<file path="src/hdl/rbpcd_pkg.sv">
// Shared types and constants for the report bit packer with change detection.
// Holds the item and result payload structs, action codes, the controller state
// type and the command and status structs between controller and datapath.
`timescale 1ns / 1ps
`default_nettype none

package rbpcd_pkg;

	localparam int RBP_MAX_BYTES = 64;

	localparam logic [6:0] RBP_LEN_RESET = 7'd8;

	localparam logic [2:0] ACT_CLEAR    = 3'd0;
	localparam logic [2:0] ACT_RESTART  = 3'd1;
	localparam logic [2:0] ACT_ADD_BYTE = 3'd2;
	localparam logic [2:0] ACT_ADD_BIT  = 3'd3;
	localparam logic [2:0] ACT_FILL     = 3'd4;
	localparam logic [2:0] ACT_FINISH   = 3'd5;
	localparam logic [2:0] ACT_READ     = 3'd6;

	typedef struct packed {
		logic [2:0] action;
		logic [7:0] byte_value;
		logic       bit_value;
		logic [7:0] bit_count;
		logic [5:0] byte_index;
	} rbp_item_t;

	typedef struct packed {
		logic [7:0] read_data;
		logic       changed;
		logic [9:0] bit_position;
	} rbp_result_t;

	typedef enum logic [1:0] {
		ST_IDLE,
		ST_READ,
		ST_STEP,
		ST_DONE
	} rbp_state_t;

	typedef struct packed {
		logic load;
		logic rd_issue;
		logic step;
		logic out_load;
	} rbp_cmd_t;

	typedef struct packed {
		logic more;
		logic out_full;
	} rbp_status_t;

endpackage

`default_nettype wire

</file>
<file path="src/hdl/rbpcd_ctrl.sv">
// Controller for the report bit packer: sequences accept, memory read,
// byte step and result hand-off. Depends on rbpcd_pkg.
`timescale 1ns / 1ps
`default_nettype none

module rbpcd_ctrl
	import rbpcd_pkg::*;
(
	input  wire logic        clk,
	input  wire logic        arst_n,
	input  wire logic        item_valid,
	output logic             item_stall,
	input  wire rbp_status_t status,
	output rbp_cmd_t         cmd
);

	rbp_state_t state_q;
	rbp_state_t state_next;

	always_ff @(posedge clk or negedge arst_n) begin
		if (!arst_n) begin
			state_q <= ST_IDLE;
		end else begin
			state_q <= state_next;
		end
	end

	always_comb begin
		state_next = state_q;
		cmd        = '0;
		item_stall = 1'b1;
		case (state_q)
			ST_IDLE: begin
				item_stall = 1'b0;
				if (item_valid) begin
					cmd.load   = 1'b1;
					state_next = ST_READ;
				end
			end
			ST_READ: begin
				cmd.rd_issue = 1'b1;
				state_next   = ST_STEP;
			end
			ST_STEP: begin
				cmd.step = 1'b1;
				// Fill and finish come back here once for every byte they touch.
				state_next = status.more ? ST_READ : ST_DONE;
			end
			ST_DONE: begin
				if (!status.out_full) begin
					cmd.out_load = 1'b1;
					state_next   = ST_IDLE;
				end
			end
			default: begin
				state_next = ST_IDLE;
			end
		endcase
	end

endmodule

`default_nettype wire

</file>
<file path="src/hdl/rbpcd_dp.sv">
// Datapath for the report bit packer: report memory with per-byte valid bits,
// cursor, change flag, length register and the result register. Uses rbpcd_pkg.
`timescale 1ns / 1ps
`default_nettype none

module rbpcd_dp
	import rbpcd_pkg::*;
#(
	parameter int MAX_BYTES = RBP_MAX_BYTES
) (
	input  wire logic        clk,
	input  wire logic        arst_n,
	input  wire rbp_item_t   item,
	input  wire logic        cfg_we,
	input  wire logic [6:0]  cfg_wdata,
	input  wire rbp_cmd_t    cmd,
	output rbp_status_t      status,
	output logic             result_valid,
	input  wire logic        result_stall,
	output rbp_result_t      result
);

	localparam int AW = (MAX_BYTES > 1) ? $clog2(MAX_BYTES) : 1;
	localparam logic [6:0] MaxLen = 7'(MAX_BYTES);

	// Item fields held for the duration of the item.
	logic [2:0]  action_q;
	logic [7:0]  byte_value_q;
	logic        bit_value_q;
	logic [7:0]  remaining_q;
	logic [5:0]  byte_index_q;

	logic [6:0]  len_q;
	logic [9:0]  cursor_q;
	logic        flag_q;
	logic [7:0]  rd_out_q;

	logic [7:0]  mem_q [MAX_BYTES];
	logic [MAX_BYTES-1:0] vld_q;
	logic [7:0]  rd_data_q;
	logic        rd_vld_q;

	logic        result_valid_q;
	rbp_result_t result_q;

	logic [6:0]  eff_len;
	logic [9:0]  limit;
	logic        in_lim;
	logic [9:0]  room;
	logic [2:0]  off;
	logic [9:0]  span;
	logic [9:0]  want;
	logic [9:0]  n_a;
	logic [9:0]  n_b;
	logic [3:0]  n;
	logic [7:0]  mask;
	logic [7:0]  old_byte;
	logic [7:0]  new_byte;
	logic        wr_action;
	logic        we;
	logic [9:0]  cursor_next;
	logic [7:0]  rem_next;
	logic [AW-1:0] rd_addr;
	logic [AW-1:0] wr_addr;

	assign eff_len = (len_q > MaxLen) ? MaxLen : len_q;
	assign limit   = {eff_len, 3'b000};
	assign in_lim  = cursor_q < limit;
	assign room    = in_lim ? (limit - cursor_q) : 10'd0;
	assign off     = cursor_q[2:0];
	assign span    = 10'd8 - {7'd0, off};
	assign old_byte = rd_vld_q ? rd_data_q : 8'd0;
	assign wr_addr = cursor_q[AW+2:3];
	assign rd_addr = (action_q == ACT_READ) ? byte_index_q[AW-1:0] : wr_addr;

	always_comb begin
		case (action_q)
			ACT_ADD_BYTE: want = (off == 3'd0) ? 10'd8 : 10'd0;
			ACT_ADD_BIT:  want = 10'd1;
			ACT_FILL:     want = {2'b00, remaining_q};
			ACT_FINISH:   want = room;
			default:      want = 10'd0;
		endcase
	end

	// Bits written in this step: no more than the rest of the current byte,
	// the bits still asked for and the room left before the limit.
	assign n_a  = (span < want) ? span : want;
	assign n_b  = (n_a < room) ? n_a : room;
	assign n    = n_b[3:0];
	assign mask = 8'((9'd1 << n) - 9'd1) << off;

	always_comb begin
		case (action_q)
			ACT_ADD_BYTE: new_byte = byte_value_q;
			ACT_ADD_BIT:  new_byte = bit_value_q ? (old_byte | mask) : (old_byte & ~mask);
			default:      new_byte = old_byte & ~mask;
		endcase
	end

	assign wr_action = (action_q == ACT_ADD_BYTE) || (action_q == ACT_ADD_BIT)
		|| (action_q == ACT_FILL) || (action_q == ACT_FINISH);
	assign we          = cmd.step && wr_action && (n != 4'd0);
	assign cursor_next = cursor_q + 10'(n);
	assign rem_next    = remaining_q - 8'(n);

	assign status.more = (n != 4'd0) && (cursor_next < limit)
		&& (((action_q == ACT_FILL) && (rem_next != 8'd0)) || (action_q == ACT_FINISH));
	assign status.out_full = result_valid_q && result_stall;

	always_ff @(posedge clk) begin
		if (cmd.load) begin
			action_q     <= item.action;
			byte_value_q <= item.byte_value;
			bit_value_q  <= item.bit_value;
			byte_index_q <= item.byte_index;
			remaining_q  <= item.bit_count;
		end else if (cmd.step) begin
			remaining_q <= rem_next;
		end
		if (cmd.rd_issue) begin
			rd_data_q <= mem_q[rd_addr];
			rd_vld_q  <= vld_q[rd_addr];
		end
		if (we) begin
			mem_q[wr_addr] <= new_byte;
		end
		if (cmd.step) begin
			if (action_q == ACT_READ && {1'b0, byte_index_q} < MaxLen) begin
				rd_out_q <= old_byte;
			end else begin
				rd_out_q <= 8'd0;
			end
		end
		if (cmd.out_load) begin
			result_q.read_data    <= rd_out_q;
			result_q.changed      <= flag_q;
			result_q.bit_position <= cursor_q;
		end
	end

	always_ff @(posedge clk or negedge arst_n) begin
		if (!arst_n) begin
			len_q          <= RBP_LEN_RESET;
			cursor_q       <= '0;
			flag_q         <= 1'b0;
			vld_q          <= '0;
			result_valid_q <= 1'b0;
		end else begin
			if (cfg_we) begin
				len_q <= cfg_wdata;
			end
			if (cmd.step) begin
				if (action_q == ACT_CLEAR) begin
					// An entry without its valid bit reads as zero.
					vld_q    <= '0;
					cursor_q <= '0;
					flag_q   <= 1'b0;
				end else if (action_q == ACT_RESTART) begin
					cursor_q <= '0;
				end else if (we) begin
					vld_q[wr_addr] <= 1'b1;
					cursor_q       <= cursor_next;
					if (new_byte != old_byte) begin
						flag_q <= 1'b1;
					end
				end
			end
			if (cmd.out_load) begin
				result_valid_q <= 1'b1;
			end else if (!result_stall) begin
				result_valid_q <= 1'b0;
			end
		end
	end

	assign result_valid = result_valid_q;
	assign result       = result_q;

endmodule

`default_nettype wire

</file>
<file path="src/hdl/report_bit_packer_change_detect.sv">
// Report bit packer with change detection: builds a report LSB first through a
// bit cursor and flags any change to a stored bit. Top level; uses rbpcd_pkg,
// rbpcd_ctrl and rbpcd_dp.
//
// Usage: items arrive on item/item_valid/item_stall and each one gives exactly
// one result on result/result_valid/result_stall; both sides hand over an item
// on a clock edge with valid high and stall low. The report length is written
// through cfg_we/cfg_wdata while no item is in flight.
// Each item passes through a memory read state and a step state before its result
// moves into the output register. Fill and finish repeat the memory read and the
// read-modify-write for every further report byte they touch; the single-port
// report memory sets this pace.
// Throughput: one item at a time; item_stall is high from acceptance until the
// result moves into the output register, which waits while the previous result
// is still stalled there, so the next item is taken once that register frees.
// When the receiver stalls, the result is held and a finished item waits.
// Reset clears the cursor, the changed flag and all byte valid bits (so the
// report reads as zero) and sets the length to eight bytes; no sweep is needed.
`timescale 1ns / 1ps
`default_nettype none

module report_bit_packer_change_detect
	import rbpcd_pkg::*;
#(
	parameter int MAX_BYTES = RBP_MAX_BYTES
) (
	input  wire logic        clk,
	input  wire logic        arst_n,
	input  wire logic        item_valid,
	output logic             item_stall,
	input  wire rbp_item_t   item,
	input  wire logic        cfg_we,
	input  wire logic [6:0]  cfg_wdata,
	output logic             result_valid,
	input  wire logic        result_stall,
	output rbp_result_t      result
);

	rbp_cmd_t    cmd;
	rbp_status_t status;

	rbpcd_ctrl u_ctrl (
		.clk        (clk),
		.arst_n     (arst_n),
		.item_valid (item_valid),
		.item_stall (item_stall),
		.status     (status),
		.cmd        (cmd)
	);

	rbpcd_dp #(
		.MAX_BYTES (MAX_BYTES)
	) u_dp (
		.clk          (clk),
		.arst_n       (arst_n),
		.item         (item),
		.cfg_we       (cfg_we),
		.cfg_wdata    (cfg_wdata),
		.cmd          (cmd),
		.status       (status),
		.result_valid (result_valid),
		.result_stall (result_stall),
		.result       (result)
	);

	// Accepting an item closes the input until its result moves into the output register.
	a_accept_closes: assert property (@(posedge clk) disable iff (!arst_n)
		(item_valid && !item_stall) |=> item_stall)
		else $error("input stayed open after an item was accepted");

	// A new result never overwrites one that the receiver is still stalling.
	a_no_overwrite: assert property (@(posedge clk) disable iff (!arst_n)
		cmd.out_load |-> !(result_valid && result_stall))
		else $error("result register overwritten while stalled");

	// A result only appears after the controller loaded one.
	a_result_source: assert property (@(posedge clk) disable iff (!arst_n)
		$rose(result_valid) |-> $past(cmd.out_load))
		else $error("result valid rose without a load");

endmodule

`default_nettype wire

</file>
<file path="config.mk">
export PLATFORM = sky130hd
export DESIGN_NAME = report_bit_packer_change_detect
export DESIGN_NICKNAME = d
export VERILOG_FILES = /design/src/hdl/rbpcd_pkg.sv /design/src/hdl/rbpcd_ctrl.sv /design/src/hdl/rbpcd_dp.sv /design/src/hdl/report_bit_packer_change_detect.sv
export SDC_FILE = /design/constraint.sdc
export NUM_CORES = 1
export LEC_CHECK = 0
export ABC_AREA = 1
export BUFFER_PORTS_ARGS = -buffer_cell sky130_fd_sc_hd__buf_2
export CORE_ASPECT_RATIO = 2
export CORE_UTILIZATION = 55
export DETAILED_ROUTE_END_ITERATION = 7
export PLACE_DENSITY = 0.73
export SLEW_MARGIN = 20
export SYNTH_ARGS = -nofsm -noshare
export SYNTH_HDL_FRONTEND = slang
export SYNTH_SLANG_ARGS = --single-unit
</file>
<file path="constraint.sdc">
create_clock -name clk -period 6.4 [get_ports clk]
set_input_delay 0.96 -clock clk [delete_from_list [all_inputs] [get_ports clk]]
set_output_delay 0.96 -clock clk [all_outputs]
set_load 0.02 [all_outputs]
</file>
* Yosys cells after proc, flatten, opt, wreduce, memory -nomap -nowiden
Memories as Yosys holds them, arrays and structs flattened. A register that Yosys moved wholly into a read port is not among the register bits.
Index checks and enable logic that the tools add are counted.
** Operators by class
- Order comparisons :: 8
- Bitwise logic cells :: 4
- Muxes and demuxes :: 41
- Shift operators :: 2
- Eq/ne operators :: 14
- Reduce and logical (&&, ||, !) cells :: 24
- Add/subtract/negate cells :: 5
** Operators with widths (number)
- $mux W64 :: 3
- $or A64 B64 Y64 :: 1
- $mux W10 :: 5
- $lt A10 B10 Y1 :: 4
- $pmux W10 S4 :: 1
- $mux W8 :: 4
- $mux W1 :: 17
- $pmux W8 S2 :: 1
- $lt A6 B7 Y1 const B :: 2
- $add A10 B4 Y10 :: 1
- $sub A10 B10 Y10 :: 1
- $eq A3 B3 Y1 const B :: 3
- $and A8 B8 Y8 :: 1
- $mux W4 :: 2
- $ne A8 B8 Y1 :: 1
- $not A8 Y8 :: 1
- $or A8 B8 Y8 :: 1
- $pmux W2 S4 :: 1
- $reduce_bool A8 Y1 :: 1
- $shl A1 B4 Y8 const A :: 1
- $shl A8 B3 Y8 :: 1
- $sub A8 B1 Y8 const B :: 1
- $sub A8 B4 Y8 :: 1
- $gt A7 B7 Y1 const B :: 1
- other kinds (23) :: 42
** Word-level totals
- Logic and storage cells :: 115
- Memories :: 1
- Bits in registers :: 139
- Bits in writable memories :: 512
- Input bits :: 38
- Output and inout bits :: 21
** Memories
- u_dp.mem_q :: words 64, width 8, rd ports 1, clocked after memory_dff 1, write ports 1, line rbpcd_dp.sv:38 : logic [7:0] mem_q [MAX_BYTES];

* Longest topological paths before layout
- Word-level depth :: 21
- Depth in mapped cells :: 53
- Mapped depth without buffers :: 51

* Modules after synthesis
Synthesis repeated with hierarchy kept, for this count alone.
** Unflattened totals
- Cells, all modules :: 2533
- Area total of the unflattened synthesis :: 28887.7 µm²
** Modules (own cells, without submodules)
- rbpcd_dp :: instances 1, area each 28767.6 µm², cells each 2516
- rbpcd_ctrl :: instances 1, area each 120.1 µm², cells each 17

* Worst setup path before layout
Ideal clock, no wire load.
- Path kind :: reg2reg
- From :: register u_dp.len_q[3]
- To :: memory u_dp.mem_q[0][6], data pin
- Clock period less this slack :: 6.840 ns
- Stages on the path, launching flop included :: 47
- Path slack :: -0.440 ns
- Arrival :: 6.485 ns
- Cell sequence :: dfstp_2 inv_1 nand4_1 o31ai_1 inv_1 nor2_1 ha_1 nand2_1 nor2_4 nand2_1 a21oi_2 buf_6 inv_1 nor2_1 inv_1 o22ai_1 inv_1 ha_1 [11 not listed] o221a_2 buf_4 nand3b_2 nand2_4 nand2_2 nor2_4 inv_2 ha_1 nand3b_1 nand3_1 nand3_1 nand2_2 nand2_1 nand2_1 nand2_1 nand2_1 nand2_1 nand2_1
** On the way
- Cells in the longest elaborated chain, start to end :: 16
** Ends and longest elaborated chain
- from (decl) :: line rbpcd_dp.sv:33 : logic [6:0] len_q;
- from (signal assigned) :: line rbpcd_dp.sv:151 : len_q <= cfg_wdata;
- $gt A7 B7 Y1 :: line rbpcd_dp.sv:66 : assign eff_len = (len_q > MaxLen) ? MaxLen : len_q;
- $mux W7 (*) :: line rbpcd_dp.sv:66
- $sub A10 B10 Y10 / $lt A10 B10 Y1 (equally long branches) :: line rbpcd_dp.sv:69, rbpcd_dp.sv:68
- $mux W10 (*) :: line rbpcd_dp.sv:69 : assign room = in_lim ? (limit - cursor_q) : 10'd0;
- $pmux W10 S4 :: line rbpcd_dp.sv:77 : case (action_q)
- $lt A10 B10 Y1 :: line rbpcd_dp.sv:88 : assign n_a = (span < want) ? span : want;
- $mux W10 :: line rbpcd_dp.sv:88
- $lt A10 B10 Y1 :: line rbpcd_dp.sv:89 : assign n_b = (n_a < room) ? n_a : room;
- $mux W4 (*) :: line rbpcd_dp.sv:89
- $shl A1 B4 Y8 (*) :: line rbpcd_dp.sv:91 : assign mask = 8'((9'd1 << n) - 9'd1) << off;
- $sub A8 B1 Y8 (*) :: line rbpcd_dp.sv:91
- $shl A8 B3 Y8 (*) :: line rbpcd_dp.sv:91
- $not A8 Y8 :: line rbpcd_dp.sv:96, rbpcd_dp.sv:97
- $and A8 B8 Y8 :: line rbpcd_dp.sv:96, rbpcd_dp.sv:97
- $mux W8 :: line rbpcd_dp.sv:96 : ACT_ADD_BIT: new_byte = bit_value_q ? (old_byte | mask) : (old_byte & ~mask);
- $pmux W8 S2 (*) :: line rbpcd_dp.sv:94 : case (action_q)
- named net u_dp.new_byte[6] :: line rbpcd_dp.sv:58 : logic [7:0] new_byte;
- to (decl) :: line rbpcd_dp.sv:38
Mark *: on every way through the listed nets, which the timed path passes. The rest lies on a longest branch.

* Worst setup path after layout
- From :: register u_dp.len_q[3]
- To :: memory u_dp.mem_q[6][2], data pin
The elaborated chain is that of the path after synthesis.

==> flow_summary.toml <==
[run_status]
outcome = "complete, but fails checks"
violations = "negative setup slack"

[die]
fp.coreArea_mm2 = 0.0520
die_h_um = 327
initial_core_util_pct = 56.0
row_count = 118
num_io_pins = 59
die-width_um = 165
fp.dieArea_mm2 = 0.0539

[run]
max-cap-violations = 0

[grt]
grt_pass1_vias = 22200
gr-usage-all-layers_pct = 31.9
overflow = 0
antenna_found_initial = 0
grt_pass1_wl_um = 127000
grt_start_max_net_pins = 181

[finish]
nFillCells = 3599
final_nets = 2959
insertedDiodeCount = 0
instances_no_fill = 3587
design_area_mm2 = 0.0354
fin_util_pct = 68.2
area_growth_syn_to_layout_pct = 21.7
drive_above_1_share_pct = 21.2

[synthesis]
synth_top_cell_by_area = "edfxtp_1"
synth_mux_area_share_pct = 0
netlist_area_mm2 = 0.0291
synthArstFlopShare_pct = 12.9
synthTopCellsByCount = "edfxtp_1 (574), nor2_1 (341), o21ai_0 (311)"
synth-edff-count = 574
syn_inst = 2598
synthSimpleGateAreaFrac_pct = 13.6
synth_xor_area_share_pct = 0.391
ys.flop_type = "edfxtp_1"
synth_area_leaders = "edfxtp_1 (59%), dfrtp_1 (7.2%), o21ai_0 (5.3%), nor2_1 (4.4%), nand3_1 (3.3%)"
yosys_register_bits = 659
synth_top_family_by_area = "simple AND/OR/NAND/NOR gates"
seq_area_frac_synth_pct = 66.5
yosysWarnings = 0
yosys.area.top_type_share_pct = 59.2
synth.avg_cell_area_um2 = 11.2
synth.most_common_cell = "edfxtp_1"
synth-compound-area-share_pct = 13.1
synthAdderAreaFrac_pct = 1.77
synth_cell_types = 48

[sta]
hold_viol = 0
grt_setup_unrepaired = "true"
finalCriticalPeriod_ps = 6880
clock_skew_ps = 18.2
setup-tns-final_ps = -150560
worst_pin_slew_ps = 1180
final_max_slew_viol_count = 0
setup_viol = 515
fmax_ghz = 0.145
finalCritPeriodShare_pct = 108
relSlewSlack_pct = 20.8
whs_ps = 204
final.setup.worst_slack_ps = -481

[drt]
drc_errors = 0
num_vias = 22900
first_iter_violations = 2719
firstDrtPassIters = 6
wirelength_um = 93300
antenna_left = 0
routed_via_density = 6.40
wl_per_cell_um = 26.0

[setup_path]
worst-r2r-cell-count = 50
cp_data_required_time_ps = 6760
endpoint_kind = "flop"
cpMaxStageDelayCell = "dfstp_2"
worstSetupPathType = "reg2reg"
cp_max_fo = 16
cp.arrival_ps = 7240
cp_common_cell = "inv_2"
crit_path_max_incr_delay_ps = 520
startpoint_type = "flop"

[placement]
dp_cells = 3409
place_ws_ps = -728
port_buffers = 58
place_congestion = 1.04
dp_hpwl_um = 54800
dpl_cell_area_mm2 = 0.0318

[power]
finalPower_mw = 19.1
ir_drop_mv = 0.556
p_leak_nw = 13.0
cellPowerDensity_mw_per_mm2 = 539

[clock_network]
cts-root-buf = "clkbuf_16"
clock-sinks = 659
clk_pin_slew_ps = 80
cts_tree = "built"
clockBufferDepth = 3
cts_max_level = 2
worstSkewPairLatency_ps = 620
cts_made_buffers = 54

[min_path]
min_path_type = "in2async"
## worst paths after layout
| kind | startpoint | to | slack (ps) |
|---|---|---|---|
| worst max-delay path | u_dp.len_q[3] | u_dp.mem_q[6][2] | -480 |
| worst min-delay path | arst_n | u_dp.len_q[5] | 200 |
| worst max register to register | u_dp.len_q[3] | u_dp.mem_q[6][2] | -480 |
| worst min register to register | u_dp.rd_out_q[0] | u_dp.result[11] | 420 |
| max in group asynchronous | arst_n | u_dp.flag_q | 5010 |
| min in group clk | u_dp.rd_out_q[0] | u_dp.result[11] | 420 |
## where the power goes
part | switching (mW) | internal, mW | total [mW] | leakage [nW]
logic | 5.97 | 3.60 | 9.57 | 5.77
clock network | 1.54 | 1.92 | 3.46 | 0.891
registers | 0.191 | 5.88 | 6.07 | 6.35
## cells in the final DEF, fill, tap and decap left out, types with 5 or more instances in the layout
cell type and instances:
edfxtp_1 574, nor2_1 329, o21ai_0 306, buf_4 242, nand2_1 184, nand3_1 175
inv_1 169, a21oi_1 95, dfrtp_1 84, o211ai_1 81, clkbuf_16 79, nor3_1 72
o22ai_1 72, o221ai_1 64, buf_2 57, nand2_2 28, ha_1 27, buf_12 24
nand3_2 21, inv_2 20, clkinv_1 19, buf_6 18, nand4_1 13, nor2_4 12
nand2_4 11, nand2_8 11, ha_4 10, nand3b_1 9, clkinv_2 9, buf_8 9
xor2_1 8, clkbuf_1 8, nor2_2 7, bufinv_16 7, a21oi_2 6, nor3_2 6
conb_1 6, or2_2 5, o21ai_2 5
## flip-flops by register name, indices dropped and copies added (netlist names)
| name | flops |
|---|---|
| u_dp.rd_data_q | 8 |
| u_dp.vld_q | 64 |
| u_dp.action_q | 3 |
| u_dp.bit_value_q | 1 |
| u_dp.result_valid | 1 |
| u_ctrl.state_q | 2 |
| u_dp.mem_q | 512 |
| u_dp.result | 19 |
| u_dp.rd_out_q | 8 |
| u_dp.byte_value_q | 8 |
| u_dp.remaining_q | 8 |
| u_dp.len_q | 7 |
| u_dp.rd_vld_q | 1 |
| u_dp.byte_index_q | 6 |
| u_dp.flag_q | 1 |
| u_dp.cursor_q | 10 |
## routing by layer
layer | global-route usage (%) | vias to the layer above | part of all wire (%)
li1 | - | 9972 | -
met1 | 32.4 | 11200 | 30
met2 | 55.5 | 1361 | 50
met3 | 5.46 | 451 | 8.2
met4 | 27.6 | 0 | 11
met5 | 0 | - | 0
## area by class of cell
type / instances / area (µm²) / share of cell area (%)
well taps: 660 / 826 / 2.33
clock inverters: 36 / 355 / 1.00
inverters: 196 / 748 / 2.11
flip-flops and latches: 659 / 19400 / 54.6
repair buffers: 373 / 3500 / 9.87
clock buffers: 66 / 1470 / 4.15
multi-input cells: 1597 / 9190 / 25.9
## kinds of logic (layout without fill, tap and decap cells)
logic type               after synthesis  count (layout)
buffers and inverters                351             671
adder cells (fa/ha/maj)               40              40
AO/OA/AOI/OAI                        650             650
XOR/XNOR                              13              13
other                                  1               6
flip-flops                           659             659
AND/OR/NAND/NOR                      884             888
## worst max-delay path: cells and delay by family, from the launching register on
| kind | cells | cell delay, ps |
|---|---|---|
| flip-flops | 1 | 520 |
| AO/OA/AOI/OAI | 7 | 1170 |
| adder cells (fa/ha/maj) | 4 | 950 |
| AND/OR/NAND/NOR | 24 | 2320 |
| buffers and inverters | 15 | 1620 |
## what timing repair did
action                                  4_1_cts  5_1_grt
buffers inserted                             13       27
pin swaps                                    31       38
cloned                                        0       39
endpoints found under the hold margin         0        0
hold buffers                                  0        0
endpoints found under the setup margin     1077     1088
gates resized for setup                      51      100
Power figures use the tool's default switching activity.
